<file path="src/design/assert_macros.svh">
// Shared assertion helpers for the separation force block
`ifndef ASSERT_MACROS_SVH
`define ASSERT_MACROS_SVH

// Check a property on every clock edge outside reset
`define ASSERT_ALWAYS(lbl, clk, rst_n, prop, msg) \
	lbl: assert property (@(posedge clk) disable iff (!rst_n) (prop)) else $error(msg);

// Check that a condition is followed by another in the next cycle
`define ASSERT_NEXT(lbl, clk, rst_n, cond, nxt, msg) \
	lbl: assert property (@(posedge clk) disable iff (!rst_n) (cond) |=> (nxt)) else $error(msg);

`endif

</file>
<file path="src/design/bsf_pkg.sv">
package bsf_pkg;

	localparam int POS_W    = 24;
	localparam int OFF_W    = 25;
	localparam int LEN2_W   = 48;
	localparam int QUO_W    = 17;
	localparam int SUM_W    = 48;
	localparam int WGT_W    = 16;
	localparam int FORCE_W  = 32;
	localparam int CFG_IDX_W = 1;
	localparam int CFG_DAT_W = 48;

	// Register indexes on the configuration port
	localparam logic [CFG_IDX_W-1:0] REG_RADIUS = 1'd0;
	localparam logic [CFG_IDX_W-1:0] REG_WEIGHT = 1'd1;

	localparam logic [LEN2_W-1:0] RADIUS_RESET = 48'd16777216;
	localparam logic signed [WGT_W-1:0] WEIGHT_RESET = 16'sd256;
	localparam logic [QUO_W-1:0] FACTOR_ONE = 17'd65536;

	typedef struct packed {
		logic signed [POS_W-1:0] self_x;
		logic signed [POS_W-1:0] self_y;
		logic signed [POS_W-1:0] self_z;
		logic signed [POS_W-1:0] other_x;
		logic signed [POS_W-1:0] other_y;
		logic signed [POS_W-1:0] other_z;
		logic                    neighbour_present;
		logic                    last;
	} item_t;

	typedef struct packed {
		logic signed [FORCE_W-1:0] force_x;
		logic signed [FORCE_W-1:0] force_y;
		logic signed [FORCE_W-1:0] force_z;
	} result_t;

	typedef struct packed {
		logic [LEN2_W-1:0]       radius_squared;
		logic signed [WGT_W-1:0] rule_weight;
	} cfg_t;

	// One classified neighbour handed from front to back
	typedef struct packed {
		logic signed [OFF_W-1:0] vx;
		logic signed [OFF_W-1:0] vy;
		logic signed [OFF_W-1:0] vz;
		logic [LEN2_W-1:0]       len2;
		logic                    hit;
		logic                    last;
	} entry_t;

	typedef struct packed {
		logic full;
		logic empty;
	} q_stat_t;

endpackage

</file>
<file path="src/design/bsf_front.sv">
module bsf_front (
	input  logic             clk,
	input  logic             arst_n,
	input  logic             start,
	output logic             busy,
	input  bsf_pkg::item_t   item,
	input  bsf_pkg::cfg_t    cfg,
	input  bsf_pkg::q_stat_t q_stat,
	output logic             push,
	output bsf_pkg::entry_t  push_entry
);

	localparam logic [1:0] ST_IDLE = 2'd0;
	localparam logic [1:0] ST_SQ   = 2'd1;
	localparam logic [1:0] ST_PUSH = 2'd2;

	logic [1:0] state_q;
	logic [1:0] cnt_q;
	logic signed [bsf_pkg::OFF_W-1:0] v_q [3];
	logic present_q;
	logic last_q;
	logic [bsf_pkg::LEN2_W-1:0] sq_q;
	logic [bsf_pkg::LEN2_W+1:0] len2_q;
	logic signed [bsf_pkg::OFF_W-1:0] sel_v;
	logic signed [2*bsf_pkg::OFF_W-1:0] sq_full;
	logic accept;
	logic in_radius;

	assign accept = start && (state_q == ST_IDLE);
	assign busy   = (state_q != ST_IDLE);

	// Pick the component to square this cycle
	always_comb begin
		case (cnt_q)
			2'd0: sel_v = v_q[0];
			2'd1: sel_v = v_q[1];
			2'd2: sel_v = v_q[2];
			default: sel_v = '0;
		endcase
	end

	assign sq_full = sel_v * sel_v;
	assign in_radius = (len2_q <= {2'b00, cfg.radius_squared});

	// Take the word, form the offset, then square and sum one axis a cycle
	always_ff @(posedge clk or negedge arst_n) begin
		if (!arst_n) begin
			state_q <= ST_IDLE;
			cnt_q   <= '0;
		end else begin
			case (state_q)
				ST_IDLE: begin
					if (accept) begin
						cnt_q   <= '0;
						state_q <= item.neighbour_present ? ST_SQ : ST_PUSH;
					end
				end
				ST_SQ: begin
					cnt_q <= cnt_q + 2'd1;
					if (cnt_q == 2'd3) begin
						state_q <= ST_PUSH;
					end
				end
				ST_PUSH: begin
					if (!q_stat.full) begin
						state_q <= ST_IDLE;
					end
				end
				default: state_q <= ST_IDLE;
			endcase
		end
	end

	// Hold the payload of the word in flight
	always_ff @(posedge clk) begin
		if (accept) begin
			v_q[0]    <= {item.other_x[23], item.other_x} - {item.self_x[23], item.self_x};
			v_q[1]    <= {item.other_y[23], item.other_y} - {item.self_y[23], item.self_y};
			v_q[2]    <= {item.other_z[23], item.other_z} - {item.self_z[23], item.self_z};
			present_q <= item.neighbour_present;
			last_q    <= item.last;
			len2_q    <= '0;
		end else if (state_q == ST_SQ) begin
			sq_q <= sq_full[bsf_pkg::LEN2_W-1:0];
			if (cnt_q != 2'd0) begin
				len2_q <= len2_q + {2'b00, sq_q};
			end
		end
	end

	// Classify and hand over once the queue has room
	assign push = (state_q == ST_PUSH) && !q_stat.full;
	always_comb begin
		push_entry.vx   = v_q[0];
		push_entry.vy   = v_q[1];
		push_entry.vz   = v_q[2];
		push_entry.len2 = len2_q[bsf_pkg::LEN2_W-1:0];
		push_entry.hit  = present_q && in_radius;
		push_entry.last = last_q;
	end

endmodule

</file>
<file path="config.mk">
export PLATFORM = sky130hd
export DESIGN_NAME = bsf_front
export DESIGN_NICKNAME = d
export VERILOG_FILES = /design/src/design/assert_macros.svh /design/src/design/bsf_pkg.sv /design/src/design/bsf_front.sv
export SDC_FILE = /design/constraint.sdc
export NUM_CORES = 2
export LEC_CHECK = 0
export BUFFER_PORTS_ARGS = -buffer_cell sky130_fd_sc_hd__buf_2
export CORE_ASPECT_RATIO = 1.75
export CORE_UTILIZATION = 30
export CTS_BUF_LIST = sky130_fd_sc_hd__clkbuf_16
export DETAILED_ROUTE_END_ITERATION = 16
export PLACE_DENSITY = 0.44
export REMOVE_ABC_BUFFERS = 1
export SLEW_MARGIN = 20
export SYNTH_ARGS = -nofsm -noshare
export SYNTH_HDL_FRONTEND = slang
export SYNTH_SLANG_ARGS = --single-unit
</file>
<file path="constraint.sdc">
create_clock -name clk -period 26.8 [get_ports clk]
set_input_delay 8.04 -clock clk [delete_from_list [all_inputs] [get_ports clk]]
set_output_delay 8.04 -clock clk [all_outputs]
set_load 0.005 [all_outputs]
</file>
Word level (Yosys, flattened, before mapping)
Memory sizes are Yosys's and may differ from the RTL's. Cells that the tools add are included.

Add/subtract/negate cells: 5. Multipliers: 1. Order comparisons: 1. Eq/ne operators: 8. Mux-type cells: 10. Bitwise logic cells: 1. Reduce and logical (&&, ||, !) cells: 13.

Operators by type and width (count): $pmux W25 S3 (1); $sub A24 B24 Y25 (3); $add A50 B48 Y50 (1); $le A50 B48 Y1 (1); $mul A25 B25 Y48 (1); $mux W2 (5); $eq A2 B2 Y1 const B (3); $ne A2 B2 Y1 const B (3); $pmux W2 S3 (1); $reduce_and A2 Y1 (3); $reduce_bool A2 Y1 (3); $eq A2 B1 Y1 const B (2); $logic_not A2 Y1 (2); $pmux W2 S2 (1); $logic_and A1 B1 Y1 (3); $reduce_and A3 Y1 (1); $add A2 B1 Y2 const B (1); $mux W1 (2); $logic_not A1 Y1 (1); $not A1 Y1 (1).

Bits in registers: 104. RAM bits: 75. Logic and storage cells: 46. Memories kept: 1.

Memories: v_q (depth 3, bits a word 25, read ports 3, clocked after Yosys merged registers in 0, write ports 3, line bsf_front.sv:19) `logic signed [bsf_pkg::OFF_W-1:0] v_q [3];`.

Depth between registers and ports, before layout
Depth in word-level cells: 4. Depth in mapped cells: 36. Mapped depth without buffers: 32.

Least setup slack after synthesis
Ideal clock, no wire load.

Path type: input-to-output. Start point: in cfg[61] (netlist name). End point: out push_entry[1] (netlist name). Data arrival time: 9.830 ns. Slack: 8.930 ns. Cell stages on the path: 8. Cells stage by stage: inv_1 -> ha_1 -> nand4_1 -> or4_1 -> or3_1 -> nor4_1 -> nand2b_1 -> o311a_1.

RTL lines: start: declaration (line bsf_front.sv:7) `input bsf_pkg::cfg_t cfg,`; end: declaration (line bsf_front.sv:10) `output bsf_pkg::entry_t push_entry`.

==> results.cfg <==
[run_status]
status = complete, no violations

[floorplan]
die_w_um = 255
start_util_pct = 30.2
rows = 162
top_level_ports = 342
die_area_mm2 = 0.113
core_region_area_mm2 = 0.111
die_h_um = 445

[critical_path]
crit_path_start_kind = primary input
reg2reg_depth = 31
crit_fanout = 2
r2r-start = cnt_q[1]
critPathCaptureType = output pin
cp.required_ns = 18.76
crit_type = in -> out
crit-reg2reg-capture = sq_q[45]
cp.arrival_ns = 10.44
regToRegSetupSlack_ns = 16.61

[timing]
slew_violations = 0
fin_worst_skew_ns = 0.0232
fin_crit_ns = 18.48
fmax_mhz = 54.1
relSlewSlack_pct = 25.6
worst_pin_slew_ns = 1.12
final.setup.tns_ns = 0
rsz0062_at_grt = false
fin_crit_sh_pct = 69.0
setup_slack_ns = 8.32
setup_viol = 0
hold_violations = 0

[yosys]
synthTopCellsByArea = fa_1, ha_1, edfxtp_1
post_synth_xor_area_fraction_pct = 4.04
synth_top_family_by_area = adder cells
synth-compound-area-share_pct = 11.0
synthAdderAreaFrac_pct = 47.0
synthTopCellsByCount = inv_1, fa_1, nand2_1
yosys-mux-area-fraction_pct = 0.276
synth.most_common_cell = inv_1
synth-simple-area-share_pct = 11.9
synth_ff_type = edfxtp_1
synthCells = 3683
syn-cell-area_mm2 = 0.0336
synth-seq-area-share_pct = 14.4
syn_area_per_cell_um2 = 9.12
async_reset_ff_share_pct = 2.25
yosysWarnings = 0
synth_edf_count = 124
yosysTopAreaCellShare_pct = 35.4
synth-seq-cells = 178
synth.distinct_cells = 82
yosysTopAreaCell = fa_1

[clock_network]
root_buffer = clkbuf_16
clk_pin_slew_ns = 0.07
clockBufferDepth = 2
htreeDepth = 4
cts.repair.resized = 0
cts_buffers = 17
cts_sinks = 178
cts_tree = done
clkLatencyLatePin_ns = 0.54
post_cts.repair.setup_buffers = 0
cts_hold_buf = 0

[placed_design]
gp_congestion = 0.911
place_ws_ns = 8.11
port_buffers = 324
dpl.hpwl_mm = 94.8
place_area_mm2 = 0.0367

[detailed_routing]
ant_nets = 0
viasPerCell = 4.70
drtIter0Drc = 933
wl_mm = 111
via_count = 25500
wl_per_cell_um = 20.5
drc = 0
dr.pass1.iters = 5

[global_route]
grt_max_degree = 56
grt-busiest-layer = met2
grtUsageTotal_pct = 20.3
grt_pass1_wl_mm = 168
use_met1_pct = 20.8
met3_usage_pct = 2.66
grtUsageMet2_pct = 38.9
grt_pass1_vias = 28400
antenna_found_initial = 1
grt-ovfl-total = 0

[layout]
finish.utilization_pct = 33.5
final_nets = 5049
fillers = 11700
layout-drive-gt1-share_pct = 10.6
stdcell_area_mm2 = 0.0372
syn2layout_area_growth_pct = 10.8

[hold_path]
min_to = len2_q[49]
hold_depth = 1
hold_class = reg -> reg
hp-start = len2_q[49]

[run]
cap_violations = 0
stage by stage:
step | hold WS, ns | cells
4_1_cts | 0.491 | 5417
3_3_place_gp | 0.467 | 5385
5_1_grt | 0.515 | 5418
2_1_floorplan | 0.442 | 3549
3_5_place_dp | 0.466 | 5385
6_report | 0.488 | 5419
flip-flops by register name (all words and copies together) (netlist names):
register / cells
v_q: 75
last_q: 1
cnt_q: 2
sq_q: 47
state_q: 2
present_q: 1
len2_q: 50
cells in the final DEF, fill, tap and decap left out, types with 35 or more instances in the layout:
cell,netlist,final
fa_1,594,594
a21oi_1,181,181
a21o_1,90,90
buf_4,49,36
ha_1,312,311
nand3_1,40,40
inv_1,837,838
nand2_1,342,342
nor3_1,35,35
xor2_1,45,45
edfxtp_1,124,124
nor2_1,285,282
buf_2,1,324
xnor2_1,110,110
nand2b_1,36,35
o21ai_0,81,81
dfxtp_1,50,50
worst max-delay path, stage by stage:
cell       delay, ns
buf_2           0.07
inv_1           0.03
ha_1            0.30
a21o_1          0.16
a21oi_1         0.13
nor2b_1         0.05
o21ai_0         0.14
nand2b_1        0.07
a2111oi_0       0.55
o21ai_0         0.45
nand2b_1        0.18
o311a_1         0.16
buf_2           0.11
metal layers:
metal / routed length, um / part of all wire [%]
met4: 6070 / 5.5
met2: 60500 / 55
met5: 0 / 0
met1: 40100 / 36
met3: 4200 / 3.8
how the worst max path moves through the flow:
stage	startpoint	to	slack, ns	cells past startpoint
CTS	cfg[59]	push_entry[1]	8.10	13
global placement	cfg[59]	push_entry[1]	8.11	13
finish	cfg[59]	push_entry[1]	8.32	13
global route	cfg[59]	push_entry[1]	7.80	13
floorplan	cfg[61]	push_entry[1]	8.93	8
detailed placement	cfg[59]	push_entry[1]	8.11	13
logic make-up after synthesis:
kind of cell    after synthesis
compound gates              563
mux                           9
flops                       178
buf+inv                     974
simple gates                898
xor+xnor                    155
fa+ha+maj                   906
area by class of cell:
| type | instances | area [um2] | area share (%) |
|---|---|---|---|
| Clock inverter | 15 | 144 | 0.386 |
| Tap cell | 1476 | 1850 | 4.96 |
| Timing Repair Buffer | 360 | 1890 | 5.08 |
| Sequential cell | 178 | 4820 | 13.0 |
| Clock buffer | 17 | 425 | 1.14 |
| Antenna cell | 2 | 5.00 | 0.0134 |
| Multi-Input combinational cell | 2531 | 24900 | 67.0 |
| Inverter | 840 | 3160 | 8.48 |
Power is left out: the tool's default activity adds up to more than one toggle a clock period on the data nets, which glitch-free logic cannot reach.
