--- src/design/assert_macros.svh ---
// Shared assertion helpers for the separation force block
`ifndef ASSERT_MACROS_SVH
`define ASSERT_MACROS_SVH

// Check a property on every clock edge outside reset
`define ASSERT_ALWAYS(lbl, clk, rst_n, prop, msg) \
	lbl: assert property (@(posedge clk) disable iff (!rst_n) (prop)) else $error(msg);

// Check that a condition is followed by another in the next cycle
`define ASSERT_NEXT(lbl, clk, rst_n, cond, nxt, msg) \
	lbl: assert property (@(posedge clk) disable iff (!rst_n) (cond) |=> (nxt)) else $error(msg);

`endif

--- src/design/bsf_pkg.sv ---
package bsf_pkg;

	localparam int POS_W    = 24;
	localparam int OFF_W    = 25;
	localparam int LEN2_W   = 48;
	localparam int QUO_W    = 17;
	localparam int SUM_W    = 48;
	localparam int WGT_W    = 16;
	localparam int FORCE_W  = 32;
	localparam int CFG_IDX_W = 1;
	localparam int CFG_DAT_W = 48;

	// Register indexes on the configuration port
	localparam logic [CFG_IDX_W-1:0] REG_RADIUS = 1'd0;
	localparam logic [CFG_IDX_W-1:0] REG_WEIGHT = 1'd1;

	localparam logic [LEN2_W-1:0] RADIUS_RESET = 48'd16777216;
	localparam logic signed [WGT_W-1:0] WEIGHT_RESET = 16'sd256;
	localparam logic [QUO_W-1:0] FACTOR_ONE = 17'd65536;

	typedef struct packed {
		logic signed [POS_W-1:0] self_x;
		logic signed [POS_W-1:0] self_y;
		logic signed [POS_W-1:0] self_z;
		logic signed [POS_W-1:0] other_x;
		logic signed [POS_W-1:0] other_y;
		logic signed [POS_W-1:0] other_z;
		logic                    neighbour_present;
		logic                    last;
	} item_t;

	typedef struct packed {
		logic signed [FORCE_W-1:0] force_x;
		logic signed [FORCE_W-1:0] force_y;
		logic signed [FORCE_W-1:0] force_z;
	} result_t;

	typedef struct packed {
		logic [LEN2_W-1:0]       radius_squared;
		logic signed [WGT_W-1:0] rule_weight;
	} cfg_t;

	// One classified neighbour handed from front to back
	typedef struct packed {
		logic signed [OFF_W-1:0] vx;
		logic signed [OFF_W-1:0] vy;
		logic signed [OFF_W-1:0] vz;
		logic [LEN2_W-1:0]       len2;
		logic                    hit;
		logic                    last;
	} entry_t;

	typedef struct packed {
		logic full;
		logic empty;
	} q_stat_t;

endpackage

--- src/design/bsf_back.sv ---
module bsf_back (
	input  logic             clk,
	input  logic             arst_n,
	input  bsf_pkg::cfg_t    cfg,
	input  bsf_pkg::q_stat_t q_stat,
	input  bsf_pkg::entry_t  head,
	output logic             pop,
	output logic             done,
	output bsf_pkg::result_t result
);

	localparam logic [2:0] ST_IDLE = 3'd0;
	localparam logic [2:0] ST_DIV  = 3'd1;
	localparam logic [2:0] ST_MUL  = 3'd2;
	localparam logic [2:0] ST_ADD  = 3'd3;
	localparam logic [2:0] ST_EMUL = 3'd4;
	localparam logic [2:0] ST_ESAT = 3'd5;

	localparam logic [4:0] DIV_LAST = 5'(bsf_pkg::QUO_W - 1);
	localparam int PROD_W  = bsf_pkg::OFF_W + bsf_pkg::QUO_W + 1;
	localparam int CONT_W  = PROD_W - 16;
	localparam int WPROD_W = bsf_pkg::SUM_W + bsf_pkg::WGT_W;
	localparam int P_W     = WPROD_W - 8;

	logic [2:0] state_q;
	logic [4:0] cnt_q;
	logic [1:0] k_q;
	bsf_pkg::entry_t ent_q;
	logic [bsf_pkg::LEN2_W:0] rem_q;
	logic [bsf_pkg::QUO_W-1:0] quo_q;
	logic [bsf_pkg::QUO_W-1:0] factor_q;
	logic signed [PROD_W-1:0] prod_q;
	logic signed [WPROD_W-1:0] wprod_q;
	logic signed [bsf_pkg::SUM_W-1:0] sum_q [3];
	logic signed [bsf_pkg::FORCE_W-1:0] res_q [3];
	logic done_q;

	logic ge;
	logic [bsf_pkg::LEN2_W:0] rem_sub;
	logic [bsf_pkg::QUO_W-1:0] quo_next;
	logic signed [bsf_pkg::OFF_W-1:0] sel_v;
	logic signed [bsf_pkg::SUM_W-1:0] sel_sum;
	logic signed [PROD_W-1:0] prod_rnd;
	logic signed [CONT_W-1:0] contrib;
	logic signed [bsf_pkg::SUM_W:0] diff;
	logic signed [bsf_pkg::SUM_W-1:0] sum_sat;
	logic signed [WPROD_W-1:0] wprod_rnd;
	logic signed [P_W-1:0] p;
	logic signed [bsf_pkg::FORCE_W-1:0] p_sat;

	assign pop = (state_q == ST_IDLE) && !q_stat.empty;

	// One restoring step of the quotient
	assign ge       = (rem_q >= {1'b0, cfg.radius_squared});
	assign rem_sub  = ge ? (rem_q - {1'b0, cfg.radius_squared}) : rem_q;
	assign quo_next = {quo_q[bsf_pkg::QUO_W-2:0], ge};

	// Pick the axis in work
	always_comb begin
		case (k_q)
			2'd0: begin
				sel_v   = ent_q.vx;
				sel_sum = sum_q[0];
			end
			2'd1: begin
				sel_v   = ent_q.vy;
				sel_sum = sum_q[1];
			end
			2'd2: begin
				sel_v   = ent_q.vz;
				sel_sum = sum_q[2];
			end
			default: begin
				sel_v   = '0;
				sel_sum = '0;
			end
		endcase
	end

	// Round the scaled offset and subtract it with saturation
	assign prod_rnd = prod_q + PROD_W'(32768);
	assign contrib  = prod_rnd[PROD_W-1:16];
	assign diff     = {sel_sum[bsf_pkg::SUM_W-1], sel_sum}
		- {{(bsf_pkg::SUM_W+1-CONT_W){contrib[CONT_W-1]}}, contrib};
	always_comb begin
		if (diff[bsf_pkg::SUM_W] != diff[bsf_pkg::SUM_W-1]) begin
			sum_sat = diff[bsf_pkg::SUM_W] ? {1'b1, {(bsf_pkg::SUM_W-1){1'b0}}}
				: {1'b0, {(bsf_pkg::SUM_W-1){1'b1}}};
		end else begin
			sum_sat = diff[bsf_pkg::SUM_W-1:0];
		end
	end

	// Round the weighted sum and clamp to the output range
	assign wprod_rnd = wprod_q + WPROD_W'(128);
	assign p         = wprod_rnd[WPROD_W-1:8];
	always_comb begin
		if (p[P_W-1:bsf_pkg::FORCE_W-1] != {(P_W-bsf_pkg::FORCE_W+1){p[P_W-1]}}) begin
			p_sat = p[P_W-1] ? {1'b1, {(bsf_pkg::FORCE_W-1){1'b0}}}
				: {1'b0, {(bsf_pkg::FORCE_W-1){1'b1}}};
		end else begin
			p_sat = p[bsf_pkg::FORCE_W-1:0];
		end
	end

	// Sequence divide, scale, accumulate and emit
	always_ff @(posedge clk or negedge arst_n) begin
		if (!arst_n) begin
			state_q <= ST_IDLE;
			cnt_q   <= '0;
			k_q     <= '0;
			done_q  <= 1'b0;
			sum_q[0] <= '0;
			sum_q[1] <= '0;
			sum_q[2] <= '0;
		end else begin
			done_q <= 1'b0;
			case (state_q)
				ST_IDLE: begin
					if (pop) begin
						k_q   <= '0;
						cnt_q <= '0;
						if (head.hit) begin
							state_q <= ST_DIV;
						end else if (head.last) begin
							state_q <= ST_EMUL;
						end
					end
				end
				ST_DIV: begin
					cnt_q <= cnt_q + 5'd1;
					if (cnt_q == DIV_LAST) begin
						state_q <= ST_MUL;
					end
				end
				ST_MUL: begin
					state_q <= ST_ADD;
				end
				ST_ADD: begin
					sum_q[k_q] <= sum_sat;
					if (k_q == 2'd2) begin
						k_q     <= '0;
						state_q <= ent_q.last ? ST_EMUL : ST_IDLE;
					end else begin
						k_q     <= k_q + 2'd1;
						state_q <= ST_MUL;
					end
				end
				ST_EMUL: begin
					state_q <= ST_ESAT;
				end
				ST_ESAT: begin
					sum_q[k_q] <= '0;
					if (k_q == 2'd2) begin
						k_q     <= '0;
						done_q  <= 1'b1;
						state_q <= ST_IDLE;
					end else begin
						k_q     <= k_q + 2'd1;
						state_q <= ST_EMUL;
					end
				end
				default: state_q <= ST_IDLE;
			endcase
		end
	end

	// Datapath registers of the back end
	always_ff @(posedge clk) begin
		case (state_q)
			ST_IDLE: begin
				if (pop) begin
					ent_q <= head;
					rem_q <= {1'b0, head.len2};
					quo_q <= '0;
				end
			end
			ST_DIV: begin
				quo_q <= quo_next;
				rem_q <= {rem_sub[bsf_pkg::LEN2_W-1:0], 1'b0};
				if (cnt_q == DIV_LAST) begin
					factor_q <= (quo_next[bsf_pkg::QUO_W-1] && (quo_next != bsf_pkg::FACTOR_ONE))
						? '0 : bsf_pkg::FACTOR_ONE - quo_next;
				end
			end
			ST_MUL: begin
				prod_q <= sel_v * $signed({1'b0, factor_q});
			end
			ST_EMUL: begin
				wprod_q <= sel_sum * cfg.rule_weight;
			end
			ST_ESAT: begin
				res_q[k_q] <= p_sat;
			end
			default: begin
			end
		endcase
	end

	assign done = done_q;
	assign result.force_x = res_q[0];
	assign result.force_y = res_q[1];
	assign result.force_z = res_q[2];

endmodule

--- config.mk ---
export PLATFORM = sky130hd
export DESIGN_NAME = bsf_back
export DESIGN_NICKNAME = d
export VERILOG_FILES = /design/src/design/assert_macros.svh /design/src/design/bsf_pkg.sv /design/src/design/bsf_back.sv
export SDC_FILE = /design/constraint.sdc
export NUM_CORES = 2
export LEC_CHECK = 0
export BUFFER_PORTS_ARGS = -buffer_cell sky130_fd_sc_hd__buf_2
export CAP_MARGIN = 20
export CORE_ASPECT_RATIO = 0.9
export CORE_MARGIN = 2
export CORE_UTILIZATION = 38
export CTS_BUF_LIST = sky130_fd_sc_hd__clkbuf_4
export CTS_CLUSTER_SIZE = 8
export DETAILED_ROUTE_END_ITERATION = 10
export PLACE_DENSITY_LB_ADDON = 0.12
export SYNTH_ARGS = -nofsm -noshare
export SYNTH_HDL_FRONTEND = slang
export SYNTH_SLANG_ARGS = --single-unit
--- constraint.sdc ---
create_clock -name clk -period 13.15 [get_ports clk]
set_input_delay 2.63 -clock clk [delete_from_list [all_inputs] [get_ports clk]]
set_output_delay 2.63 -clock clk [all_outputs]
set_load 0.02 [all_outputs]
== Word level (Yosys, flattened, before mapping) ==
Memory sizes are Yosys's and may differ from the RTL's.
Index checks and enable logic that the tools add are counted.

* Output and inout bits: 98
* Memories: 1
* Memory bits (writable): 96
* Register bits after elaboration: 420
* Logic and storage cells: 93
* ROM bits: 0
* Input port bits: 193
* Latch bits: 0

* Divide/modulo/power cells: 0
* Add/sub/neg operators: 7
* Multipliers: 2
* Equal/unequal tests: 14
* Mux-type cells: 32
* Bitwise operators: 3
* Shifts and indexed selects: 0
* Reductions and logical operators: 15
* $lt $le $gt $ge: 3

{| class="wikitable"
|+ Memories
! name !! depth !! width !! read ports !! clocked after Yosys merged registers in !! write ports !! RTL line !! RTL
|-
| res_q || 3 || 32 || 3 || 0 || 1 || bsf_back.sv:35 || <nowiki>logic signed [bsf_pkg::FORCE_W-1:0] res_q [3];</nowiki>
|}

{| class="wikitable"
|+ Operator list
! kind !! number
|-
| 144-bit case mux with 2 select lines || 1
|-
| 48-bit two-way mux || 4
|-
| 144-bit AND || 1
|-
| 144-bit bitwise mux || 1
|-
| 144-bit inverter || 1
|-
| 48-bit case mux with 3 select lines || 1
|-
| 49-bit case mux with 2 select lines || 1
|-
| 48-bit demux with 2-bit select || 1
|-
| 25-bit case mux with 3 select lines || 1
|-
| 64-bit by 9-bit adder with 64-bit output (second input constant) || 1
|-
| 48-bit by 16-bit multiplier with 64-bit output || 1
|-
| 32-bit two-way mux || 2
|-
| 49-bit by 48-bit greater-or-equal comparator with 1-bit output || 1
|-
| 49-bit two-way mux || 1
|-
| 48-bit by 27-bit subtractor with 49-bit output || 1
|-
| 48-bit subtractor || 1
|-
| 43-bit by 17-bit adder with 43-bit output (second input constant) || 1
|-
| 25-bit by 18-bit multiplier with 43-bit output || 1
|-
| 16-bit case mux with 2 select lines || 1
|-
| 24-bit != test || 1
|-
| 3-bit two-way mux || 7
|-
| 3-bit case mux with 6 select lines || 1
|-
| 17-bit != test (second input constant) || 1
|-
| 17-bit subtractor (first input constant) || 1
|-
| 28 further kinds || 42
|}

== Depth between registers and ports, before layout ==
* Depth in word-level cells: 8
* Gate-level depth with buffers: 31
* Gate-level depth less buffers: 28

== Worst setup path after synthesis ==
No wires, ideal clock.

* Path type: input-to-reg
* Start: in q_stat[0] in the netlist's numbering
* End: reg quo_q[0] in the netlist's numbering (enable)
* Setup time: 0.419 ns
* Data arrival time: 12.945 ns
* Setup slack: -0.213 ns
* Required time: 12.731 ns
* Stages: 3
* Buffers on the path: 0
* Cells stage by stage: nor4_1 nor2_1 inv_1

* Cells in the longest elaborated chain, start to end: 4

{| class="wikitable"
|+ Ends and longest elaborated chain
! what !! RTL line !! RTL
|-
| start, declared || bsf_back.sv:5 || <nowiki>input bsf_pkg::q_stat_t q_stat,</nowiki>
|-
| 1-bit zero test || bsf_back.sv:51 || <nowiki>assign pop = (state_q == ST_IDLE) && !q_stat.empty;</nowiki>
|-
| 1-bit logical AND || bsf_back.sv:51 ||
|-
| 2-bit != test (no line) || -- ||
|-
| 2-bit AND reduction (no line) || -- ||
|-
| end signal, assigned || bsf_back.sv:179 || <nowiki>quo_q <= quo_next;</nowiki>
|-
| end, declared || bsf_back.sv:30 || <nowiki>logic [bsf_pkg::QUO_W-1:0] quo_q;</nowiki>
|}

Every way passes these cells.
A chain may end at the register's enable or synchronous reset.

== Final worst setup path ==
* Start: reg k_q[0]
* End: reg wprod_q[54], data pin

* Cells in the longest elaborated chain, start to end: 3
* Elaborated cells on any way between the ends: 5
* Classes of those cells: mul (1); eq/ne (2); mux (1); reduce/logical (1)

{| class="wikitable"
|+ Ends and longest elaborated chain
! what !! RTL line !! RTL
|-
| start, declared || bsf_back.sv:27 || <nowiki>logic [1:0] k_q;</nowiki>
|-
| start signal, assigned || bsf_back.sv:145 || <nowiki>k_q <= k_q + 2'd1;</nowiki>
|-
| start signal, assigned || bsf_back.sv:159 || <nowiki>k_q <= k_q + 2'd1;</nowiki>
|-
| 2-bit equality test, or another cell as far along || bsf_back.sv:60 || <nowiki>case (k_q)</nowiki>
|-
| 48-bit case mux with 3 select lines (*) || bsf_back.sv:60 ||
|-
| 48-bit by 16-bit multiplier with 64-bit output (*) || bsf_back.sv:190 || <nowiki>wprod_q <= sel_sum * cfg.rule_weight;</nowiki>
|-
| end signal, assigned || bsf_back.sv:190 ||
|-
| end, declared || bsf_back.sv:33 || <nowiki>logic signed [WPROD_W-1:0] wprod_q;</nowiki>
|}

Every way passes the cells marked *; elsewhere a longest branch is shown, timed or not.

==> impl.org <==
** GRT
- Number of global-route vias before repair :: 53081
- Global-route wire length before repair :: 301 mm
- The initial antenna violation count was 7.
- Entering global routing, the biggest net connects 93 pins.
- In the global route stage, overall resource usage came out at 0.213.
- Grt total ovfl :: 0

** Synthesis
- Top flip-flop cell by instance count after synthesis :: sky130_fd_sc_hd__edfxtp_1
- Yosys mapped a number of flops with a built-in enable equal to 339.
- Count of synthesis-stage warnings from yosys :: 0
- Mapped Nets :: 8995
- Synthesis inferred 494 register bits.
- Biggest area contributors in the synthesized netlist :: sky130_fd_sc_hd__fa_1 33%, sky130_fd_sc_hd__edfxtp_1 15%, sky130_fd_sc_hd__inv_1 8.3%
- Number of different library cells in the post-synthesis netlist :: 92
- The share of the Yosys chip area taken by registers is 0.209.
- Post-Synthesis Cell Area :: 0.0673 mm²
- Xor and xnor fraction of the mapped netlist area :: 0.0332
- Cells after Synth :: 7331
- Of the total synthesized cell area, the portion taken by AND, OR, NAND and NOR gates is 0.155.
- Counting flops with an async set or reset pin after synthesis yields a share of 0.314.
- Adder and majority gate portion of the synthesized area :: 0.399
- The share of synthesized area in the top cell type comes to 0.335.
- Largest family of logic cells by synthesized area :: adder cells
- Cell taking the most area after synthesis :: sky130_fd_sc_hd__fa_1
- Compound-cell area share of the yosys netlist :: 0.0844
- In this run the mean area of a mapped cell was 9.18 µm².
- Proportion of synthesized area in mux cells :: 0.0168

** STA
- Fin Setup TNS :: 0 ps
- At the pin with the least slew margin, the transition time is 1120 ps.
- Upper clock frequency limit :: 0.103 GHz
- The number of pins with negative max-slew slack in the final report is 0.
- Final period utilization :: 0.739
- Setup repair after global routing left no endpoint under its margin.
- Measured against its own limit, the worst slew margin works out to 0.255.
- Final hold violations :: 0
- Clock skew on the completed layout was measured at 95.7 ps.
- Final setup violation count :: 0
- Final Critical Period :: 9710 ps

** Die
- The die is 448 µm wide.
- The floorplan step set the die height to 403 µm.
- Die outline area :: 0.180 mm²
- Cell Rows :: 146
- Core region area :: 0.176 mm²
- Initial core utilization :: 0.382
- During I/O placement, the number of pins put on the boundary was 291.

** Routing
- For this run, design rule violations remaining after detail routing come to 0.
- Before antenna repair, the detailed router went through 5 iterations.
- Final wirelength :: 186 mm
- Count of antenna-violating nets left after detailed routing :: 0
- Iteration-0 DRC count of the detailed router :: 2855
- Detailed routing inserted a total of 49749 vias.
- In the routed layout, each cell is associated on average with a via count of 4.96.
- In the final routed layout, each cell accounts on average for 18.6 µm.

** Finish
- Layout-stage area growth over the synthesis result :: 9.09%
- Of the cells placed in the final design, the portion with a size suffix greater than 1 is 0.0939.
- The filler cells instantiated in the layout total 17723.
- The library cell used most frequently in the layout, excluding fill and tap cells, is sky130_fd_sc_hd__inv_1.
- The library cells used most frequently in the layout, excluding fill and tap cells, are 1482 x sky130_fd_sc_hd__inv_1, 1198 x sky130_fd_sc_hd__nand2_1, 1125 x sky130_fd_sc_hd__fa_1.
- Final-stage net count :: 9220

** Setup path
- STA puts the critical path data arrival time at 10530 ps.
- By startpoint and endpoint, the worst setup path is classified as flop to flop.
- Type of element capturing the critical path :: flop
- Worst Setup Start Kind :: flop
- Critical Path RT :: 13970 ps
- The slowest stage of the critical path belongs to the cell sky130_fd_sc_hd__o41ai_1.
- For this run, the slowest stage of the critical path takes 910 ps.
- Maximum fanout encountered on the critical timing path :: 28
- Critical Path Most Common Cell :: sky130_fd_sc_hd__fa_1

** Clock tree
- Buffers inserted to repair hold after CTS numbered 0.
- Clock buffers created by TritonCTS :: 143
- CTS placed an instance of sky130_fd_sc_hd__clkbuf_4 at the clock tree root.
- After clock tree synthesis, the clock-pin slew on the worst setup and hold paths is 70 ps.
- The H-tree was split into 4 levels.
- For this design, the sink count on the clock tree is 494.
- Post-CTS repair changed the size of 0 cells.
- Setup fix buffers added after clock tree synthesis :: 0
- CTS tree :: built
- The clock passes through at most 3 buffers.
- At the later pin of the worst-skew pair, clock insertion delay measures 1170 ps.

** Job
- Max-cap violations in this run came to 0.

** Outcome
- Status :: finished clean

** Worst hold path
- The min-delay analysis places its worst path in the category flop to flop.

** Placement
- HPWL Detailed :: 141 mm
- Routability-driven placement congestion ratio :: 0.859
- Port buffering added 289 buffers.
[state kept, by name (all words and copies together), names as in the netlist]
signal,flops
cnt_q,5
done,1
ent_q,76
factor_q,17
k_q,2
prod_q,28
quo_q,16
rem_q,49
res_q,96
state_q,3
sum_q,144
wprod_q,57
[worst max-delay path: cells and delay by family, from the launching register on]
kind | cells | cell delay, ps
adders and majority gates | 7 | 3170
AOI/OAI and AO/OA | 9 | 3090
and+or+nand+nor | 5 | 1330
buffers and inverters | 6 | 960
DFF | 1 | 700
xor gates and xnor gates | 1 | 100
[per-layer routing]
layer | part of all wire | GRT usage | routed length (µm)
met1 | 0.48 | 0.308 | 89700
met2 | 0.45 | 0.333 | 82900
met3 | 0.056 | 0.0359 | 10400
met4 | 0.017 | 0.0462 | 3090
met5 | 0.00035 | 0 | 66
[path summary, 6_finish.rpt]
kind	start	to	slack (ps)	cells past startpoint
setup / recovery	k_q[0]	wprod_q[54]	3440	28
hold reg to reg	sum_q[52]	sum_q[52]	480	2
max in group asynchronous	arst_n	sum_q[101]	10470	3
setup reg to reg	k_q[0]	wprod_q[54]	3440	28
hold / removal	sum_q[52]	sum_q[52]	480	2
min in group asynchronous	arst_n	sum_q[142]	1530	1
[layout make-up]
type                            count  area (µm²)  share of cell area
Antenna cell                        4        10.0            0.000136
Multi-Input combinational cell   5014       46500               0.633
Clock inverter                     49         350             0.00477
Inverter                         1484        5570              0.0759
Clock buffer                      201        1510              0.0206
Sequential cell                   494       14100               0.192
Tap cell                         2368        2960              0.0404
Timing Repair Buffer              419        2470              0.0336
[cell usage after synthesis, drive strengths merged (53+ instances only)]
cell	n
clkbuf	299
o21ai	344
and2	405
nor3	53
dfrtp	155
inv	1483
a21o	81
xor2	114
nor2	268
nand2	1202
ha	346
a21oi	249
edfxtp	339
fa	1125
xnor2	140
and3	61
mux2i	112
nand3	76
nand4	61
[kinds of logic after synthesis]
logic type | after synthesis
flip-flops | 494
buffers and inverters | 1823
AO/OA/AOI/OAI | 927
XOR/XNOR | 254
adder cells (fa/ha/maj) | 1471
multiplexers | 113
AND/OR/NAND/NOR | 2249
[per-stage QoR]
stage               instance area [µm²]  cells  hold slack [ps]  setup slack (ps)  utilization
finish                            73400  10033              477              3440        0.417
global route                      73400  10032              499              2990        0.417
CTS                               73300  10027              482              3390        0.417
detailed placement                71500   9777              469              2960        0.406
global placement                  71500   9777              459              2890        0.406
floorplan                         67300   7331              448              3450            -
Power is left out: the tool's default activity adds up to more than one toggle a clock period on the data nets, which glitch-free logic cannot reach.
