File: src/design/assert_macros.svh
// Shared assertion helpers for the separation force block
`ifndef ASSERT_MACROS_SVH
`define ASSERT_MACROS_SVH

// Check a property on every clock edge outside reset
`define ASSERT_ALWAYS(lbl, clk, rst_n, prop, msg) \
	lbl: assert property (@(posedge clk) disable iff (!rst_n) (prop)) else $error(msg);

// Check that a condition is followed by another in the next cycle
`define ASSERT_NEXT(lbl, clk, rst_n, cond, nxt, msg) \
	lbl: assert property (@(posedge clk) disable iff (!rst_n) (cond) |=> (nxt)) else $error(msg);

`endif

File: src/design/bsf_pkg.sv
package bsf_pkg;

	localparam int POS_W    = 24;
	localparam int OFF_W    = 25;
	localparam int LEN2_W   = 48;
	localparam int QUO_W    = 17;
	localparam int SUM_W    = 48;
	localparam int WGT_W    = 16;
	localparam int FORCE_W  = 32;
	localparam int CFG_IDX_W = 1;
	localparam int CFG_DAT_W = 48;

	// Register indexes on the configuration port
	localparam logic [CFG_IDX_W-1:0] REG_RADIUS = 1'd0;
	localparam logic [CFG_IDX_W-1:0] REG_WEIGHT = 1'd1;

	localparam logic [LEN2_W-1:0] RADIUS_RESET = 48'd16777216;
	localparam logic signed [WGT_W-1:0] WEIGHT_RESET = 16'sd256;
	localparam logic [QUO_W-1:0] FACTOR_ONE = 17'd65536;

	typedef struct packed {
		logic signed [POS_W-1:0] self_x;
		logic signed [POS_W-1:0] self_y;
		logic signed [POS_W-1:0] self_z;
		logic signed [POS_W-1:0] other_x;
		logic signed [POS_W-1:0] other_y;
		logic signed [POS_W-1:0] other_z;
		logic                    neighbour_present;
		logic                    last;
	} item_t;

	typedef struct packed {
		logic signed [FORCE_W-1:0] force_x;
		logic signed [FORCE_W-1:0] force_y;
		logic signed [FORCE_W-1:0] force_z;
	} result_t;

	typedef struct packed {
		logic [LEN2_W-1:0]       radius_squared;
		logic signed [WGT_W-1:0] rule_weight;
	} cfg_t;

	// One classified neighbour handed from front to back
	typedef struct packed {
		logic signed [OFF_W-1:0] vx;
		logic signed [OFF_W-1:0] vy;
		logic signed [OFF_W-1:0] vz;
		logic [LEN2_W-1:0]       len2;
		logic                    hit;
		logic                    last;
	} entry_t;

	typedef struct packed {
		logic full;
		logic empty;
	} q_stat_t;

endpackage

File: src/design/bsf_queue.sv
`include "assert_macros.svh"

module bsf_queue #(
	parameter int DEPTH = 2
) (
	input  logic             clk,
	input  logic             arst_n,
	input  logic             push,
	input  bsf_pkg::entry_t  push_entry,
	input  logic             pop,
	output bsf_pkg::entry_t  head,
	output bsf_pkg::q_stat_t q_stat
);

	localparam int PTR_W = (DEPTH > 1) ? $clog2(DEPTH) : 1;
	localparam int CNT_W = $clog2(DEPTH + 1);
	localparam logic [PTR_W-1:0] LAST_PTR = PTR_W'(DEPTH - 1);
	localparam logic [CNT_W-1:0] FULL_CNT = CNT_W'(DEPTH);

	bsf_pkg::entry_t mem_q [DEPTH];
	logic [PTR_W-1:0] wr_ptr_q;
	logic [PTR_W-1:0] rd_ptr_q;
	logic [CNT_W-1:0] count_q;

	assign q_stat.full  = (count_q == FULL_CNT);
	assign q_stat.empty = (count_q == '0);
	assign head = mem_q[rd_ptr_q];

	// Store the new word at the tail
	always_ff @(posedge clk) begin
		if (push) begin
			mem_q[wr_ptr_q] <= push_entry;
		end
	end

	// Advance pointers and track fill
	always_ff @(posedge clk or negedge arst_n) begin
		if (!arst_n) begin
			wr_ptr_q <= '0;
			rd_ptr_q <= '0;
			count_q  <= '0;
		end else begin
			if (push) begin
				wr_ptr_q <= (wr_ptr_q == LAST_PTR) ? '0 : wr_ptr_q + PTR_W'(1);
			end
			if (pop) begin
				rd_ptr_q <= (rd_ptr_q == LAST_PTR) ? '0 : rd_ptr_q + PTR_W'(1);
			end
			if (push && !pop) begin
				count_q <= count_q + CNT_W'(1);
			end else if (pop && !push) begin
				count_q <= count_q - CNT_W'(1);
			end
		end
	end

	`ASSERT_ALWAYS(a_no_overflow, clk, arst_n, push |-> !q_stat.full, "push into full queue")
	`ASSERT_ALWAYS(a_no_underflow, clk, arst_n, pop |-> !q_stat.empty, "pop from empty queue")
	`ASSERT_ALWAYS(a_count_bound, clk, arst_n, count_q <= FULL_CNT, "queue count past depth")

endmodule

File: config.mk
export PLATFORM = sky130hd
export DESIGN_NAME = bsf_queue
export DESIGN_NICKNAME = d
export VERILOG_FILES = /design/src/design/bsf_pkg.sv /design/src/design/bsf_queue.sv
export VERILOG_INCLUDE_DIRS = /design/src /design/src/design
export SDC_FILE = /design/constraint.sdc
export NUM_CORES = 1
export LEC_CHECK = 0
export BUFFER_PORTS_ARGS = -buffer_cell sky130_fd_sc_hd__buf_2
export CORE_MARGIN = 3
export CORE_UTILIZATION = 55
export DETAILED_ROUTE_END_ITERATION = 10
export PLACE_DENSITY_LB_ADDON = 0.1
export SETUP_SLACK_MARGIN = 0.02
export SLEW_MARGIN = 20
export SYNTH_ARGS = -nofsm -noshare
export SYNTH_HDL_FRONTEND = slang
export SYNTH_SLANG_ARGS = --single-unit
File: constraint.sdc
create_clock -name clk -period 9.9 [get_ports clk]
set_input_delay 0.99 -clock clk [delete_from_list [all_inputs] [get_ports clk]]
set_output_delay 0.99 -clock clk [all_outputs]
set_load 0.05 [all_outputs]
# Word-level counts from Yosys, hierarchy flattened
# Memory sizes are Yosys's and may differ from the RTL's.
# Cells that the tools add are included.
# word_totals
register_bits	4
latch_bits	0
mem_bits_rw	250
mem_bits_ro	0
input_bits	129
wordCells	21
n_memories	1
# op_classes
addsub	4
mul	0
div_mod_pow	0
magnitude_cmp	0
n_eq_ne	1
n_shift	0
n_mux	6
bitwise_logic	0
n_reduce_logical	6
# memory_table
name	depth	width	rd	rd_ports_with_merged_regs	write_ports	line	text
mem_q	2	125	1	0	1	bsf_queue.sv:20	bsf_pkg::entry_t mem_q [DEPTH];
# ops
operator	n
1-bit 2-to-1 mux	4
2-bit 2-to-1 mux	2
1-bit adder (second input constant)	2
2-bit by 1-bit adder with 2-bit output (second input constant)	1
2-bit equality test (second input constant)	1
1-bit logical AND	2
1-bit zero test	2
2-bit zero test	1
2-bit nonzero test	1
2-bit by 1-bit subtractor with 2-bit output (second input constant)	1

# Longest topological paths before layout
# Gate-level depths: netlist of the first run.
# depth
word_depth	4
depth_mapped	5

# Worst setup path before layout of the first run
# OpenSTA, ideal clock, no wires.
# synth_path
path_type	input to register
from	input push
to	memory mem_q[0][0] in the netlist's numbering, enable pin
arrival_ns	6.410
setup_slack_ns	2.864
path_stages	1
n_path_buf	0
path_cell_list	nor2b_1
# synth_between
elab_chain_len	2
# synth_lines
element	line	text
from (decl)	bsf_queue.sv:8	input logic push,
1-bit 2-to-1 mux	bsf_queue.sv:31	if (push) begin
1-bit 2-to-1 mux (implied by the code)	bsf_queue.sv:32	mem_q[wr_ptr_q] <= push_entry;
to (decl)	bsf_queue.sv:20	
# No other way between the ends.

==> results.cfg, run 1 <==
[floorplanning]
core_sq_um = 16600
io_pins = 256
floorplan.rows = 47
start_util_pct = 56.2
die_w_um = 136
die_h_um = 136
dieArea_sq_um = 18600

[cts]
clk_pin_slew_worst_paths_ns = 0.06
cts-hold-fix-buffers = 0
cts_buffers = 26
insertion_delay_ns = 0.51
ctsResizeCount = 0
cts_root_buffer = clkbuf_16
tritoncts = built
htreeDepth = 1
cts_sinks = 254
cts_setup_buffers = 0
cts_buffer_depth = 3

[drt]
routedWlPerCell_um = 18.5
viasPerCell = 5.02
ant_nets = 0
vias = 4634
drt_wl_total_um = 17100
drc_errors = 0
dr.pass1.iters = 4
drt_iter0_markers = 253

[critical_path]
endpoint_kind = primary output
start_kind = flop
reg2reg_depth = 3
path_class = reg -> out
critPathMaxFanout = 67
worstPathArrival_ns = 3.11
critPathRequiredTime_ns = 8.91

[grt]
busiest_layer = met2
antenna_found_initial = 7
grt_max_degree = 71
met1_usage_pct = 19.6
first_global_vias = 4771
grt_pass1_wl_um = 24700
overflow = 0
use_met2_pct = 29.9
met3_usage_pct = 6.70
track_usage_pct = 17.3

[sta]
finalHoldViolCount = 0
max_freq_mhz = 244
fin_skew_ns = 0.00443
tns_ns = 0
fin_crit_ns = 4.10
slew_violations = 0
relSlewSlack_pct = 34.5
period_share_pct = 41.5
worst_slew_pin_slew_ns = 0.983
setup_viol = 0
rsz0062_at_grt = false

[placed_design]
io_buffers = 255
placed_area_sq_um = 10800
dpl.cell_count = 870
globalplace.congestion = 0.731
hpwl_um = 11300

[finish]
syn2layout_area_growth_pct = 24.7
final_nets = 808
finalNonFillerCells = 924
final_area_sq_um = 11700
layout-drive-gt1-share_pct = 60.5
final_util_pct = 70.2

[run_status]
status = finished, final reports clean

[logic_synthesis]
synth.avg_cell_area_sq_um = 23.1
synthDistinctLibCells = 13
ys_ff_latch = 254
syn-num-nets = 535
syn_inst = 405
netlist_area_sq_um = 9360
ys_seq_area_share_pct = 81.3
yosys_warnings = 0

[worst_hold_path]
hp-class = in -> async

[job]
drv_cap = 0

[pwr]
leakage_nw = 4.53
ir_drop_v = 0.000237
p_total_mw = 4.02
pwr_density_cell_nw_per_um2 = 344
-- metal layers --
| layer | up-vias | part of all wire, % | wire (um) |
|---|---|---|---|
| met2 | 179 | 51 | 8760 |
| met3 | 35 | 9.9 | 1700 |
| met5 | - | 0.12 | 21 |
| met4 | 4 | 2.4 | 414 |
| met1 | 2245 | 36 | 6250 |
| li1 | 2171 | - | - |
-- flip-flops by register name, indices dropped and copies added (netlist names) --
| register | flops |
|---|---|
| mem_q | 250 |
| wr_ptr_q | 1 |
| rd_ptr_q | 1 |
| count_q | 2 |
-- Yosys cell counts --
library cell / n / area share (%)
and2_1: 1 / 0.067
buf_2: 8 / 0.43
buf_6: 6 / 0.72
dfrtp_1: 4 / 1.1
edfxtp_1: 250 / 80
ha_1: 1 / 0.13
inv_1: 1 / 0.040
mux2_2: 85 / 10
mux2_4: 40 / 6.4
nor2_1: 2 / 0.080
nor2b_1: 2 / 0.13
xnor2_1: 1 / 0.094
xor2_1: 4 / 0.37
-- placed cells by master, fill, tap and decap left out, drive strengths merged --
master  Yosys  routed
and2        1       1
inv         1       1
xnor2       1       1
clkinv      0      13
bufinv      0       2
diode       0       7
mux2      125     125
ha          1       1
nor2        2       2
clkbuf      0      32
edfxtp    250     250
buf        14     259
xor2        4       4
dfrtp       4       4
nor2b       2       2
-- final cells by class --
cell class | count | area (sq um)
antenna | 7 | 17.5
clock buffer | 32 | 694
clock inverter | 15 | 116
fill | 1135 | 4970
inverter | 1 | 3.75
multi-input combinational | 136 | 1650
sequential | 254 | 7610
tap | 220 | 275
timing repair buffer | 259 | 1310
-- through the flow --
stage          hold WS (ns)  setup WS [ns]
2_1_floorplan         0.455           2.86
3_3_place_gp          0.475           6.33
3_5_place_dp          0.491           6.30
4_1_cts               0.254           5.75
5_1_grt               0.255           5.62
6_report              0.279           5.80
-- logic make-up (layout without fill, tap and decap cells) --
family / Yosys count / in the layout / synth area share, %
buffers and inverters: 15 / 307 / 1.19
and+or+nand+nor: 5 / 5 / 0.281
xor gates and xnor gates: 5 / 5 / 0.468
adders and majority gates: 1 / 1 / 0.134
muxes: 125 / 125 / 16.6
DFF: 254 / 254 / 81.3
other: 0 / 7 / 0
-- power by group --
part | internal, mW | switching [mW] | leakage (nW)
clock network | 0.546 | 0.363 | 0.401
logic | 0.456 | 1.12 | 1.74
registers | 1.43 | 0.103 | 2.39
-- critical path, cell delays in order, from the launching register on --
cell and delay (ns):
dfrtp_4 1.02, buf_4 0.88, mux2_2 0.42, buf_2 0.21
-- path summary, 6_finish.rpt --
kind                                 start           end  slack (ns)
worst min-delay path                arst_n    count_q[0]        0.28
min in group clk                count_q[1]    count_q[1]        0.50
worst max-delay path              rd_ptr_q      head[54]        5.80
max in group asynchronous           arst_n      rd_ptr_q        9.48
worst max register to register    wr_ptr_q  mem_q[0][92]        7.49
worst min register to register  count_q[1]    count_q[1]        0.50
Power figures use the tool's default switching activity.
==> inputs of run 2 (changes only) <==
--- a/config.mk
+++ b/config.mk
@@ -8,7 +8,7 @@
 export LEC_CHECK = 0
 export BUFFER_PORTS_ARGS = -buffer_cell sky130_fd_sc_hd__buf_2
 export CORE_MARGIN = 3
-export CORE_UTILIZATION = 55
+export CORE_UTILIZATION = 52
 export DETAILED_ROUTE_END_ITERATION = 10
 export PLACE_DENSITY_LB_ADDON = 0.1
 export SETUP_SLACK_MARGIN = 0.02
==> constraint.sdc (replaced) <==
create_clock -name clk -period 4 [get_ports clk]
set_input_delay 0.4 -clock clk [delete_from_list [all_inputs] [get_ports clk]]
set_output_delay 0.4 -clock clk [all_outputs]
set_load 0.05 [all_outputs]
==> results.cfg, run 2 (synthesis gave the netlist of run 1 again) <==
[run_status]
status = finished, final reports clean

[floorplanning]
floorplan.rows = 48
die_h_um = 140
start_util_pct = 53.6
io_pins = 256
die_w_um = 140
core_sq_um = 17500
dieArea_sq_um = 19600

[worst_hold_path]
min_path_cells = 1
holdCritStartpoint = push_entry[63]
holdPathEnd = mem_q[0][63]
hp-class = in -> reg

[finish]
layout-drive-gt1-share_pct = 60.9
top_register = mem_q
final_nets = 810
syn2layout_area_growth_pct = 25.1
seq_area_sq_um = 7610
layout_common_cells = 255 x buf_2, 250 x edfxtp_1, 85 x mux2_2, 40 x mux2_4, 27 x clkbuf_16
final_common_cell = buf_2
multiInputGateArea_sq_um = 1650
largest_reg_flops = 250
final_area_sq_um = 11700
top_regs = mem_q: 250 flops, count_q: 2 flops
fillers = 1214

[sta]
rsz0062_at_grt = false
period_share_pct = 69.0
fin_skew_ns = 0.00477
tns_ns = 0
fin_crit_ns = 2.76
setup_viol = 0
relSlewSlack_pct = 40.0
max_freq_mhz = 363
slew_violations = 0
whs_ns = 0.0723
worst_slew_pin_slew_ns = 0.900
finalHoldViolCount = 0

[drt]
dr.pass1.iters = 4
viasPerCell = 5.04
drc_errors = 0
drt_iter0_markers = 243
drt_wl_total_um = 17300
routedWlPerCell_um = 18.7
ant_nets = 0
vias = 4659

[critical_path]
path_class = reg -> out
path_cells = buf_4, mux2_2, buf_2
r2r_end = mem_q[1][61]
critPathMaxFanout = 36
cp_num_buf_inv = 2
start_kind = flop
critPathRequiredTime_ns = 3.60
endpoint_kind = primary output
reg2reg_depth = 2
cpMaxStageDelayCell = dfrtp_4
cpLargestDelayFamily = flip-flops
worstPathArrival_ns = 2.36
ff2ff_setup_slack_ns = 2.03
max_stage_delay_ns = 0.71
r2r_start = wr_ptr_q

[placed_design]
globalplace.congestion = 0.802
placed_area_sq_um = 10900
io_buffers = 255
hpwl_um = 11500

[pwr]
p_sw_mw = 3.95
ir_drop_v = 0.000508
leakage_nw = 4.55
seqPwrFrac_pct = 37.3
pwr_density_cell_nw_per_um2 = 852
switching_share_pct = 39.6
clockPowerShare_pct = 22.8
internal_power_mw = 6.03
comb_power_share_pct = 39.9

[grt]
track_usage_pct = 17.3
antenna_found_initial = 1
grt_max_degree = 68
first_global_vias = 5111
overflow = 0
grt_pass1_wl_um = 26800

[job]
drv_cap = 0

[cts]
cts_root_buffer = clkbuf_16
tritoncts = built
clk_pin_slew_worst_paths_ns = 0.06
cts_sinks = 254
insertion_delay_ns = 0.51
cts_buffers = 26
cts_buffer_depth = 3
htreeDepth = 1
ctsResizeCount = 0
[run 2: cell types whose count changed in the layout (fill, tap and decap cells not counted)]
cell | before | now
buf_12 | 0 | 2
clkinv_2 | 6 | 8
diode_2 | 7 | 1
dlygate4sd3_1 | 0 | 1
buf_4 | 4 | 3
clkinv_1 | 7 | 4
[run 2: worst max-delay path by stage]
| stage | depth (start not counted) | slack, ns | to | start |
|---|---|---|---|---|
| finish | 3 | 1.24 | head[0] | rd_ptr_q |
| floorplan | 1 | 0.21 | mem_q[1][0] | wr_ptr_q |
| global placement | 3 | 1.81 | head[42] | rd_ptr_q |
| CTS | 3 | 1.20 | head[26] | rd_ptr_q |
| global route | 3 | 1.13 | head[3] | rd_ptr_q |
| detailed placement | 3 | 1.77 | head[39] | rd_ptr_q |
[run 2: area by class of cell]
cell class / instances / share of cell area (%)
clock buffer: 32 / 5.93
timing repair buffer: 261 / 11.5
sequential: 254 / 65.0
clock inverter: 14 / 0.983
tap: 225 / 2.40
multi-input combinational: 136 / 14.1
inverter: 1 / 0.0321
antenna: 1 / 0.0214
[run 2: what timing repair did]
action | 4_1_cts | 5_1_grt
hold buffers | 1 | 0
endpoints found under the hold margin | 4 | 0
setup endpoints to repair | 0 | 0
buffers inserted | 0 | 0
[run 2: power groups by stage]
| stage | clock network, mW | logic [mW] | registers (mW) |
|---|---|---|---|
| 2_1_floorplan | 0 | 3.32 | 3.71 |
| 3_3_place_gp | 0 | 3.99 | 3.77 |
| 3_5_place_dp | 0 | 4.03 | 3.78 |
| 4_1_cts | 2.33 | 4.04 | 3.73 |
| 5_1_grt | 2.45 | 4.17 | 3.78 |
| 6_report | 2.27 | 3.98 | 3.72 |
[run 2: routing by layer]
metal	track usage (%)	share of wire [%]	up-vias
li1	-	-	2165
met4	5.20	2.2	2
met1	21.3	39	2265
met2	29.4	49	195
met5	0	0.058	-
met3	5.53	9.6	32
[run 2: through the flow]
stage	worst slack, ns	cells	utilization [%]	total power, mW
4_1_cts	1.20	923	67.0	10.1
2_1_floorplan	0.212	405	-	7.04
3_3_place_gp	1.81	876	62.3	7.76
3_5_place_dp	1.77	876	62.3	7.81
5_1_grt	1.13	923	67.0	10.4
6_report	1.24	924	67.0	9.98
==> inputs of run 3 (changes only) <==
--- a/config.mk
+++ b/config.mk
@@ -8,7 +8,7 @@
 export LEC_CHECK = 0
 export BUFFER_PORTS_ARGS = -buffer_cell sky130_fd_sc_hd__buf_2
 export CORE_MARGIN = 3
-export CORE_UTILIZATION = 52
+export CORE_UTILIZATION = 47
 export DETAILED_ROUTE_END_ITERATION = 10
 export PLACE_DENSITY_LB_ADDON = 0.1
 export SETUP_SLACK_MARGIN = 0.02
==> constraint.sdc (replaced) <==
create_clock -name clk -period 2.4 [get_ports clk]
set_input_delay 0.24 -clock clk [delete_from_list [all_inputs] [get_ports clk]]
set_output_delay 0.24 -clock clk [all_outputs]
set_load 0.05 [all_outputs]
==> results.cfg, run 3 (synthesis gave the netlist of run 1 again) <==
[finish]
layout_common_cells = 255 x buf_2, 250 x edfxtp_1, 128 x dlygate4sd3_1, 85 x mux2_2, 40 x mux2_4
top_register = mem_q
final_area_sq_um = 13200
syn2layout_area_growth_pct = 40.6
final_common_cell = buf_2
layout-drive-gt1-share_pct = 51.7
largest_reg_flops = 250
final_nets = 939
top_regs = mem_q: 250 flops, count_q: 2 flops

[drt]
ant_nets = 0
drc_errors = 0
drt_wl_total_um = 18700
routedWlPerCell_um = 17.2
vias = 5103
viasPerCell = 4.68
drt_iter0_markers = 218
dr.pass1.iters = 4

[critical_path]
path_cells = buf_12, mux2_2, buf_2
worstPathArrival_ns = 1.98
critPathMaxFanout = 61
critPathRequiredTime_ns = 2.16
cpMaxStageDelayCell = dfrtp_4
endpoint_kind = primary output
start_kind = flop
max_stage_delay_ns = 0.44
path_class = reg -> out

[sta]
relSlewSlack_pct = 54.4
worst_slew_pin_slew_ns = 0.684
setup_viol = 0
finalHoldViolCount = 0
period_share_pct = 92.7
slew_violations = 0
tns_ns = 0
fin_skew_ns = 0.00921
whs_ns = 0.0836
max_freq_mhz = 450
rsz0062_at_grt = false
fin_crit_ns = 2.22

[cts]
cts_sinks = 254
insertion_delay_ns = 0.51
clk_pin_slew_worst_paths_ns = 0.06
htreeDepth = 1
cts_root_buffer = clkbuf_16
ctsResizeCount = 0
cts-hold-fix-buffers = 128
cts_buffer_depth = 3
cts_buffers = 27
tritoncts = built
cts_setup_buffers = 0

[run_status]
status = finished, final reports clean

[floorplanning]
io_pins = 256
core_sq_um = 19100
die_h_um = 147
floorplan.rows = 50
die_w_um = 147
start_util_pct = 48.9
dieArea_sq_um = 21600

[placed_design]
io_buffers = 255
hpwl_um = 11600
placed_area_sq_um = 11000
globalplace.congestion = 0.730

[grt]
antenna_found_initial = 0
grt_pass1_wl_um = 28900
first_global_vias = 5567
grt_max_degree = 76
overflow = 0
track_usage_pct = 16.7

[pwr]
p_total_mw = 17.2
leakage_nw = 5.14
ir_drop_v = 0.000886
pwr_density_cell_nw_per_um2 = 1310

[job]
drv_cap = 0

[worst_hold_path]
hp-class = in -> async
run 3: cell types whose count changed in the layout (fill, tap and decap cells not counted):
cell           previous run  this run
buf_12                    2         5
buf_4                     3         1
bufinv_16                 2         4
clkbuf_1                  5         7
clkbuf_8                  0         2
clkinv_1                  4         2
clkinv_2                  8         5
dlygate4sd3_1             1       128
inv_6                     0         2
run 3: where the power goes:
| group | total, mW | switching [mW] | internal [mW] | leakage (nW) |
|---|---|---|---|---|
| combinational | 7.01 | 4.92 | 2.09 | 2.30 |
| clock | 4.14 | 1.57 | 2.56 | 0.444 |
| sequential | 6.09 | 0.204 | 5.89 | 2.39 |
run 3: layout make-up:
class                   count  area (sq um)
multi-input cells         136          1650
fillers                  1317          5990
diodes                      1          2.50
well taps                 260           325
repair buffers            389          2670
clock inverters            13           170
inverters                   1          3.75
clock buffers              36           729
flip-flops and latches    254          7610
run 3: worst max-delay path, delay by kind of cell (launching register included):
family | cells | cell delay [ns]
buffers and inverters | 2 | 0.54
flip-flops | 1 | 0.44
multiplexers | 1 | 0.40
run 3: worst paths after layout:
| path | from | end | slack (ns) | depth (start not counted) |
|---|---|---|---|---|
| max reg2reg | wr_ptr_q | mem_q[0][52] | 0.84 | 2 |
| min reg2reg | count_q[1] | count_q[1] | 0.49 | 1 |
| min | arst_n | wr_ptr_q | 0.08 | 2 |
| min in group clk | push_entry[75] | mem_q[1][75] | 0.45 | 2 |
| max | rd_ptr_q | head[51] | 0.18 | 3 |
| max in group asynchronous | arst_n | rd_ptr_q | 2.18 | 2 |
run 3: metal layers:
layer | vias to the layer above | share of wire (%) | track usage [%]
met1 | 2461 | 39 | 19.7
li1 | 2429 | - | -
met4 | 0 | 2.3 | 4.75
met3 | 30 | 7.7 | 5.24
met2 | 183 | 51 | 29.7
met5 | - | 0 | 0
run 3: stage by stage:
step                      std cells  utilization, %  setup WS, ns
after floorplan                 405               -        -0.302
after global placement          912            57.3         0.739
after detailed placement        912            57.3         0.730
after CTS                      1089            68.7         0.172
after global routing           1089            68.7         0.108
final                          1090            68.7         0.176
